$ cat config.mk
export PLATFORM = sky130hd
export DESIGN_NAME = psm_div
export DESIGN_NICKNAME = d
export VERILOG_FILES = /design/src/rtl/psm_pkg.sv /design/src/rtl/psm_div.sv
export SDC_FILE = /design/constraint.sdc
export NUM_CORES = 1
export LEC_CHECK = 0
export BUFFER_PORTS_ARGS = -buffer_cell sky130_fd_sc_hd__buf_4
export CAP_MARGIN = 20
export CORE_MARGIN = 2
export CORE_UTILIZATION = 52
export CTS_CLUSTER_SIZE = 25
export DETAILED_ROUTE_END_ITERATION = 8
export GPL_TIMING_DRIVEN = 1
export PLACE_DENSITY = 0.82
export SKIP_CTS_REPAIR_TIMING = 1
export SLEW_MARGIN = 10
export SYNTH_ARGS = -nofsm -noshare
export SYNTH_HDL_FRONTEND = slang
export SYNTH_SLANG_ARGS = --single-unit
$ cat constraint.sdc
create_clock -name clk -period 3.14 [get_ports clk]
set_input_delay 0.157 -clock clk [delete_from_list [all_inputs] [get_ports clk]]
set_output_delay 0.157 -clock clk [all_outputs]
set_load 0.01 [all_outputs]
$ cat src/rtl/psm_pkg.sv
package psm_pkg;

	localparam int VOICE_COUNT       = 7;
	localparam int SAMPLES_PER_VOICE = 65536;

	// fixed field widths
	localparam int SMP_W = 16;
	localparam int POS_W = 17;

	// derived widths
	localparam int VIDX_W  = (VOICE_COUNT > 1) ? $clog2(VOICE_COUNT) : 1;
	localparam int STORE_D = VOICE_COUNT * SAMPLES_PER_VOICE;
	localparam int ADDR_W  = $clog2(STORE_D);
	localparam int CNT_W   = $clog2(VOICE_COUNT + 1);
	localparam int SUM_W   = SMP_W + CNT_W;

	// item kinds
	localparam logic [1:0] KIND_LOAD    = 2'd0;
	localparam logic [1:0] KIND_LENGTH  = 2'd1;
	localparam logic [1:0] KIND_TRIGGER = 2'd2;
	localparam logic [1:0] KIND_TICK    = 2'd3;

	typedef struct packed {
		logic [POS_W-1:0] len;
		logic [POS_W-1:0] pos;
		logic             act;
	} voice_t;

	localparam int VOICE_W = $bits(voice_t);

endpackage

$ cat src/rtl/psm_div.sv
module psm_div (
	input  logic                       clk,
	input  logic                       arst_n,
	input  logic                       start,
	input  logic [psm_pkg::SUM_W-1:0]  dividend,
	input  logic [psm_pkg::CNT_W-1:0]  divisor,
	output logic                       done,
	output logic [psm_pkg::SUM_W-1:0]  quotient
);

	localparam int STEP_W = $clog2(psm_pkg::SUM_W + 1);

	logic                       busy_q;
	logic                       done_q;
	logic [STEP_W-1:0]          step_q;
	logic [psm_pkg::CNT_W-1:0]  div_q;
	logic [psm_pkg::CNT_W-1:0]  rem_q;
	logic [psm_pkg::SUM_W-1:0]  quo_q;
	logic [psm_pkg::CNT_W:0]    trial;
	logic [psm_pkg::CNT_W:0]    diff;
	logic                       fits;

	// one restoring step a cycle, msb first
	assign trial = {rem_q, quo_q[psm_pkg::SUM_W-1]};
	assign diff  = trial - {1'b0, div_q};
	assign fits  = trial >= {1'b0, div_q};

	always_ff @(posedge clk or negedge arst_n) begin
		if (!arst_n) begin
			busy_q <= 1'b0;
			done_q <= 1'b0;
			step_q <= '0;
		end else begin
			done_q <= 1'b0;
			if (start) begin
				busy_q <= 1'b1;
				step_q <= STEP_W'(psm_pkg::SUM_W);
			end else if (busy_q) begin
				step_q <= step_q - 1'b1;
				if (step_q == STEP_W'(1)) begin
					busy_q <= 1'b0;
					done_q <= 1'b1;
				end
			end
		end
	end

	always_ff @(posedge clk) begin
		if (start) begin
			div_q <= divisor;
			rem_q <= '0;
			quo_q <= dividend;
		end else if (busy_q) begin
			rem_q <= fits ? diff[psm_pkg::CNT_W-1:0] : trial[psm_pkg::CNT_W-1:0];
			quo_q <= {quo_q[psm_pkg::SUM_W-2:0], fits};
		end
	end

	assign done     = done_q;
	assign quotient = quo_q;

endmodule

==> metrics.txt <==
r2r startpoint=quotient[18]; I/O pin count=45; RSZ-0062 raised after global routing=false; initial DRC count=31; nets=189; Synth Net Count=139; Reg power frac=0.473; Tmin final=1.96 ns; crit share post-route=0.626; Peak Freq=0.509 GHz; top cell type's share of synthesized area=0.443; Skew-Pair Late Insertion Delay=0.34 ns; gr ovfl total=0; Mean Syn Cell Area=13.8 µm²; CORE AREA=2730 µm²; synth unique cells=34; Combinational Power Share=0.252; Initial Util=0.546; DR pass1 iterations=4; Reg2Reg Depth=6; CTS max path bufs=2; CTS root buffer=clkbuf_4; most common cell in the synthesized netlist=edfxtp_1; Slew Limit Fails=0; Die W=57.6 µm; number of synthesized register bits=32; P per Cell Area=603 nW/µm²; startpoint types=flop; crit-path max FO=6; largest cells by area after synthesis=edfxtp_1 44%, mux2_2 14%, dfrtp_1 12%; Area Overhead vs Synth=31.8%; crit path capture=rem_q[2]; number of flops mapped to enable cells by yosys=22; via count=1055; clk sinks=32; Antenna Cells=0; share of cells above drive strength 1=0.447; VDD IR-drop max=453 µV; Hold Path Origin=dividend[7]; most frequent cells after synthesis=22 x edfxtp_1, 18 x mux2_2, 9 x inv_1; origin of the worst setup path=quotient[18]; Synthesis Warnings=0; Least-Margin Pin Slew=0.791 ns; Detailed Route WL=3010 µm; Mapped Area=1490 µm²; detail-routed via count per cell=5.55; sequential-to-total area share from yosys stat=0.601; final hold viol count=0; kind of critical path=flop to flop; WL/cell=15.9 µm; placed wire-length estimate=2090 µm; status=completed; number of buffers created by CTS=5; Die Area=3310 µm²; Clk pwr share=0.275; CTS tree=done; flop-to-flop setup slack=1.18 ns; largest net degree at the start of global routing=35; DRC viols=0; Critical Path Sink Type=flop; Syn Inst Count=108; remaining antenna violation count=0; Setup Skew=0.0124 ns; worst min path class=input pin to flop; die height=57.6 µm; Arr. time, crit path=2.19 ns; top_reg_cell synth=edfxtp_1; count of input and output buffers=44; clock slew at reported path FFs=0.11 ns; first-pass GRT wire length=4820 µm; Net Sw Frac=0.278; Cell Rows=19; P_leak=0.000851 µW; GRT Resource Usage Total=0.203; Sw Pwr=329 µW; FF-to-FF End=rem_q[2]; final RePlAce weighted congestion=0.749; slew margin rel.=0.472; Pint=856 µW; CP required=3.37 ns; async set-reset flop share out of synthesis=0.219; total power=1190 µW; Synth area leader=edfxtp_1; max cap viols=0; initial antenna violation count=0; endpoints failing setup=0; Sum Neg Setup Slack=0 ns; number of global-route vias before repair=1062; # H-tree levels=2
==> worst min-delay path by stage <==
stage / cells past startpoint / to
detailed placement: 1 / done
finish: 2 / quotient[7]
floorplan: 0 / busy_q
global placement: 1 / busy_q
global route: 2 / quotient[17]
CTS: 1 / busy_q
==> power by group through the flow <==
stage	Sequential [µW]	Clock [µW]	Combinational [µW]
floorplan	578	0	169
global placement	566	0	272
detailed placement	568	0	295
CTS	561	331	296
global route	570	350	327
finish	561	326	298
==> final cells by class <==
type	count	area [µm²]
clock buffer	8	90.1
fill	202	768
inverter	9	33.8
tap	31	38.8
timing repair buffer	48	370
sequential	32	896
multi-input combinational	62	537
==> sequential cells by signal (all words and copies together) (netlist names) <==
signal / flops
done: 1
step_q: 5
rem_q: 3
busy_q: 1
div_q: 3
quotient: 19
==> worst max-delay path: stages (launching register included) <==
cell	delay, ns
edfxtp_1	0.39
inv_1	0.06
ha_1	0.21
fa_1	0.39
nor2b_1	0.36
nor4_1	0.10
o41ai_1	0.34
==> cells by family (layout without fill, tap and decap cells) <==
family	Yosys count	count (layout)	synth area share
buf+inv	14	65	0.0394
fa+ha+maj	6	6	0.0554
mux	18	18	0.136
compound gates	9	9	0.0461
xor+xnor	3	3	0.0176
flops	32	32	0.601
simple gates	26	26	0.105
==> cells in the final DEF (no fill, tap or decap), types with 2 or more instances in the layout <==
cell,count
dfxtp_1,3
dlygate4sd3_1,4
nor2b_1,2
buf_4,44
clkbuf_4,5
nor2_1,4
nor4_1,4
clkbuf_8,2
inv_1,9
mux2_2,18
dfrtp_1,7
nand2b_1,3
xnor2_1,2
nand2_1,4
ha_1,5
edfxtp_1,22
==> per-layer routing <==
metal,wire [µm],GRT usage
met4,68,0.116
met1,1170,0.228
met5,0,0
met3,241,0.0952
met2,1540,0.318
==> per-stage QoR <==
step	hold slack [ns]	cell area [µm²]	std cells	util	setup slack, ns
after floorplan	-0.139	1490	108	-	1.40
after global placement	-0.0284	1840	178	0.671	1.40
after detailed placement	-0.0245	1840	178	0.671	1.21
after CTS	-0.403	1930	186	0.704	1.19
after global routing	0.0999	1970	190	0.719	1.10
final	0.114	1970	190	0.719	1.18
Power figures use the tool's default switching activity.
