## config.mk

```make
export PLATFORM = sky130hd
export DESIGN_NAME = psm_ram
export DESIGN_NICKNAME = d
export VERILOG_FILES = /design/src/rtl/psm_ram.sv
export SDC_FILE = /design/constraint.sdc
export NUM_CORES = 2
export LEC_CHECK = 0
export BUFFER_PORTS_ARGS = -buffer_cell sky130_fd_sc_hd__clkbuf_2
export CORE_ASPECT_RATIO = 0.75
export CORE_UTILIZATION = 55
export CTS_CLUSTER_SIZE = 10
export DETAILED_ROUTE_END_ITERATION = 6
export PLACE_DENSITY = 0.75
export SLEW_MARGIN = 20
export SYNTH_ARGS = -nofsm -noshare
export SYNTH_HDL_FRONTEND = slang
export SYNTH_SLANG_ARGS = --single-unit
```

## constraint.sdc

```tcl
create_clock -name clk -period 6.81 [get_ports clk]
set_input_delay 1.0215 -clock clk [delete_from_list [all_inputs] [get_ports clk]]
set_output_delay 1.0215 -clock clk [all_outputs]
set_load 0.05 [all_outputs]
```

## src/rtl/psm_ram.sv

```systemverilog
module psm_ram #(
	parameter int WIDTH = 16,
	parameter int DEPTH = 256,
	localparam int AW = (DEPTH > 1) ? $clog2(DEPTH) : 1
) (
	input  logic             clk,
	input  logic             we,
	input  logic [AW-1:0]    waddr,
	input  logic [WIDTH-1:0] wdata,
	input  logic [AW-1:0]    raddr,
	output logic [WIDTH-1:0] rdata
);

	logic [WIDTH-1:0] mem [DEPTH];

	always_ff @(posedge clk) begin
		if (we) begin
			mem[waddr] <= wdata;
		end
		rdata <= mem[raddr];
	end

endmodule

```

==> results.tsv <==
stage	metric	value	unit
worst_setup_path	Worst Path Required	7.63	ns
synth	Post-synth ARST share	0	%
detailed_routing	DRT iter0 DRCs	13500	
cts	CTS resizes	0	
cts	clock-pin slew on the worst setup and hold paths	0.05	ns
worst_setup_path	CP max stage cell	nand4_1	
worst_setup_path	CP Capture Type	flop	
floorplan	core area	287000	um2
synth	Synthesized Nets	7394	
power_and_ir_drop	Max VDD drop	0.286	mV
cts	Num CTS Buffers	454	
job	max cap viols	0	
worst_setup_path	worst r2r dst	rdata[13]$_DFF_P_	
global_route	initial antenna violation count	26	
cts	clk sinks	4112	
global_route	largest net degree at the start of global routing	191	
detailed_routing	# DRC	13	
worst_setup_path	worst reg2reg path depth	6	
detailed_routing	DR vias	81000	
synth	number of synthesized flops with an enable pin	4096	
worst_hold_path	Hold Path Stages	1	
power_and_ir_drop	static leakage	0.0558	uW
detailed_routing	highest metal used	met5	
worst_setup_path	Crit path max-delay family	buffers and inverters	
worst_setup_path	critical path arrival	5.51	ns
detailed_routing	drt pass-1 iters	7	
detailed_routing	ANT nets after route	0	
synth	synth warn	0	
detailed_routing	metal3 WL	58.2	mm
floorplan	initial core utilization	55.4	%
sta	Max Clk Rate	213	MHz
cts	worst skew pair latency	0.94	ns
cts	TritonCTS clock tree	built	
detailed_routing	Detailed Route WL	413	mm
final_layout	fin nets	7824	
worst_setup_path	register-to-register setup slack	3.40	ns
floorplan	Die Y	467	um
sta	RSZ-0062 raised after global routing	no	
worst_hold_path	Hold/Removal Path Class	in2reg	
synth	Synth Register Bits	4112	
synth	Post-synth top flop	edfxtp_1	
detailed_routing	routed len/inst	35.4	um
worst_setup_path	CP peak stage delay	0.78	ns
floorplan	Die W	622	um
worst_setup_path	WP buf/inv	3	
sta	setup TNS	0	ns
sta	Layout Skew	0.0732	ns
synth	Cell variety after synth	52	
worst_setup_path	FF-to-FF Start	mem[129][13]$_DFFE_PP_	
placed_design	HPWL after DPL	238	mm
synth	Post-Syn Area	159000	um2
cts	H-tree depth	5	
final_layout	synth-to-layout area growth	11.4	%
worst_setup_path	crit path cell chain	buf_12 > buf_12 > buf_4 > mux2i_1 > o221ai_1 > o22ai_1 > a21oi_1 > nand4_1 > nor4_1	
worst_hold_path	hold_sp	wdata[7]	
floorplan	die area	291000	um2
sta	# setup viols final	0	
cts	Hold-fix buffers, CTS	0	
sta	final worst-path cycle share	68.8	%
floorplan	I/O pin cnt	50	
synth	Avg Synthesized Cell Area	21.6	um2
cts	clock root cell	clkbuf_16	
synth	register area share after synthesis	77.7	%
sta	worst slew pin tran	1.40	ns
placed_design	port bufs	49	
placed_design	RD Place Congestion	0.970	
floorplan	Row Count	170	
cts	CTS max path bufs	4	
sta	final hold vios	0	
power_and_ir_drop	PD cells	292	nW/um2
sta	Slew Limit Fails	0	
status	failing checks	DRC	
sta	Final min period	4.68	ns
detailed_routing	routed vias/inst	6.93	
final_layout	fillers	18600	
global_route	number of global-route vias before repair	78600	
global_route	GRT overflow	0	
detailed_routing	DR WL met2	184	mm
global_route	overall routing resource usage	28.2	%
final_layout	Layout Utilization	61.7	%
worst_setup_path	critical path peak fanout	73	
status	status	finished with violations	
worst_setup_path	CP most frequent cell	buf_12	
cts	Setup Buffers After CTS	0	
synth	cells after synthesis	7360	
global_route	first-pass GRT wire length	582	mm
worst_hold_path	Hold EP	mem[230][7]$_DFFE_PP_	
sta	Slew HR	6.42	%
worst_setup_path	Crit Path Category	in2reg	
detailed_routing	met1 wire length	153	mm
final_layout	layout cell share with drive strength beyond 1	23.5	%
worst_setup_path	startpoint types	input pin	
## cells in the mapped netlist, types with 26 or more instances
| master | number | area, um2 |
|---|---|---|
| nand2_1 | 38 | 143 |
| nor2_1 | 304 | 1140 |
| o21ai_0 | 37 | 185 |
| nand4_1 | 26 | 163 |
| o22ai_1 | 148 | 926 |
| a22oi_1 | 43 | 323 |
| mux2i_1 | 565 | 5660 |
| nor3_1 | 92 | 460 |
| o221ai_1 | 252 | 2210 |
| clkbuf_1 | 230 | 863 |
| buf_4 | 26 | 195 |
| mux4_2 | 797 | 17900 |
| buf_6 | 77 | 867 |
| a22o_1 | 32 | 280 |
| mux2_2 | 88 | 991 |
| nand3_1 | 35 | 175 |
| a21oi_1 | 175 | 876 |
| buf_1 | 27 | 101 |
| buf_2 | 76 | 380 |
| edfxtp_1 | 4096 | 123000 |
| a221oi_1 | 28 | 245 |
## registers in the layout (all words and copies together), names as in the netlist
| register | cells |
|---|---|
| rdata | 16 |
| mem | 4096 |
## worst register-to-register path, cell delays in order, from the launching register on
cell and delay, ns:
edfxtp_1 0.38, mux4_2 0.45, mux2_2 0.28, a221oi_1 0.98, o31ai_1 0.40, o32ai_1 0.63
nor4_1 0.17
## how the worst max path moves through the flow
| stage | start | end | slack [ns] | cells past startpoint |
|---|---|---|---|---|
| after detailed placement | raddr[0] | rdata[14]$_DFF_P_ | 1.54 | 9 |
| after CTS | raddr[0] | rdata[14]$_DFF_P_ | 2.49 | 9 |
| final | raddr[0] | rdata[11]$_DFF_P_ | 2.13 | 9 |
| after global placement | raddr[0] | rdata[14]$_DFF_P_ | 1.61 | 9 |
| after global routing | raddr[0] | rdata[11]$_DFF_P_ | 2.07 | 9 |
| after floorplan | waddr[3] | mem[235][0]$_DFFE_PP_ | 3.62 | 6 |
## report_power, final
part	switching [uW]	internal (uW)
registers	57.8	27900
logic	1790	843
clock network	9030	12000
total	10900	40700
## layout make-up
class	instances	area, um2	share of cell area (%)
diodes	14	35.0	0.0198
clock buffers	536	11800	6.67
clock inverters	16	204	0.115
inverters	4	27.5	0.0156
multi-input cells	2792	33000	18.6
flip-flops and latches	4112	123000	69.8
well taps	3784	4730	2.68
repair buffers	426	3700	2.09
## kinds of logic after synthesis
kind of cell,count (synthesis),synth area share (%)
AO/OA/AOI/OAI,786,3.54
buffers and inverters,456,1.69
flip-flops,4112,77.7
multiplexers,1450,15.5
AND/OR/NAND/NOR,556,1.57
## per-stage QoR
stage          cells  cell area [um2]  power (uW)  hold slack [ns]  setup WS, ns
4_1_cts        11700           177000       51700            0.502          2.49
3_3_place_gp   11100           165000       31000            0.993          1.61
5_1_grt        11700           177000       52700            0.469          2.07
6_report       11700           177000       51600            0.492          2.13
2_1_floorplan   7360           159000       29900            0.854          3.62
3_5_place_dp   11100           165000       31100             1.01          1.54
## routing by layer
| layer | global-route usage [%] | vias to the layer above |
|---|---|---|
| met4 | 10.9 | 22 |
| met5 | 0 | - |
| met3 | 8.31 | 924 |
| met2 | 41.4 | 6081 |
| met1 | 40.3 | 42100 |
| li1 | - | 31900 |
## placed cells by master, fill, tap and decap left out, types with 18 or more instances in the layout
cell type     n
nor2_1      263
buf_12       30
nand3_1      31
mux2i_1     565
o21ai_0      36
nor3_1       83
nand4_1      26
a211oi_1     18
mux2_2       88
nand2_1      36
edfxtp_1   4096
clkbuf_2     28
a21oi_1     175
a221oi_1     28
mux4_2      797
clkbuf_1     76
o32ai_1      20
a22o_1       32
a22oi_1      43
o22ai_1     148
o221ai_1    252
clkbuf_16   460
nor2_2       30
buf_4       344
No activity file was read; power rests on OpenSTA's default activity.
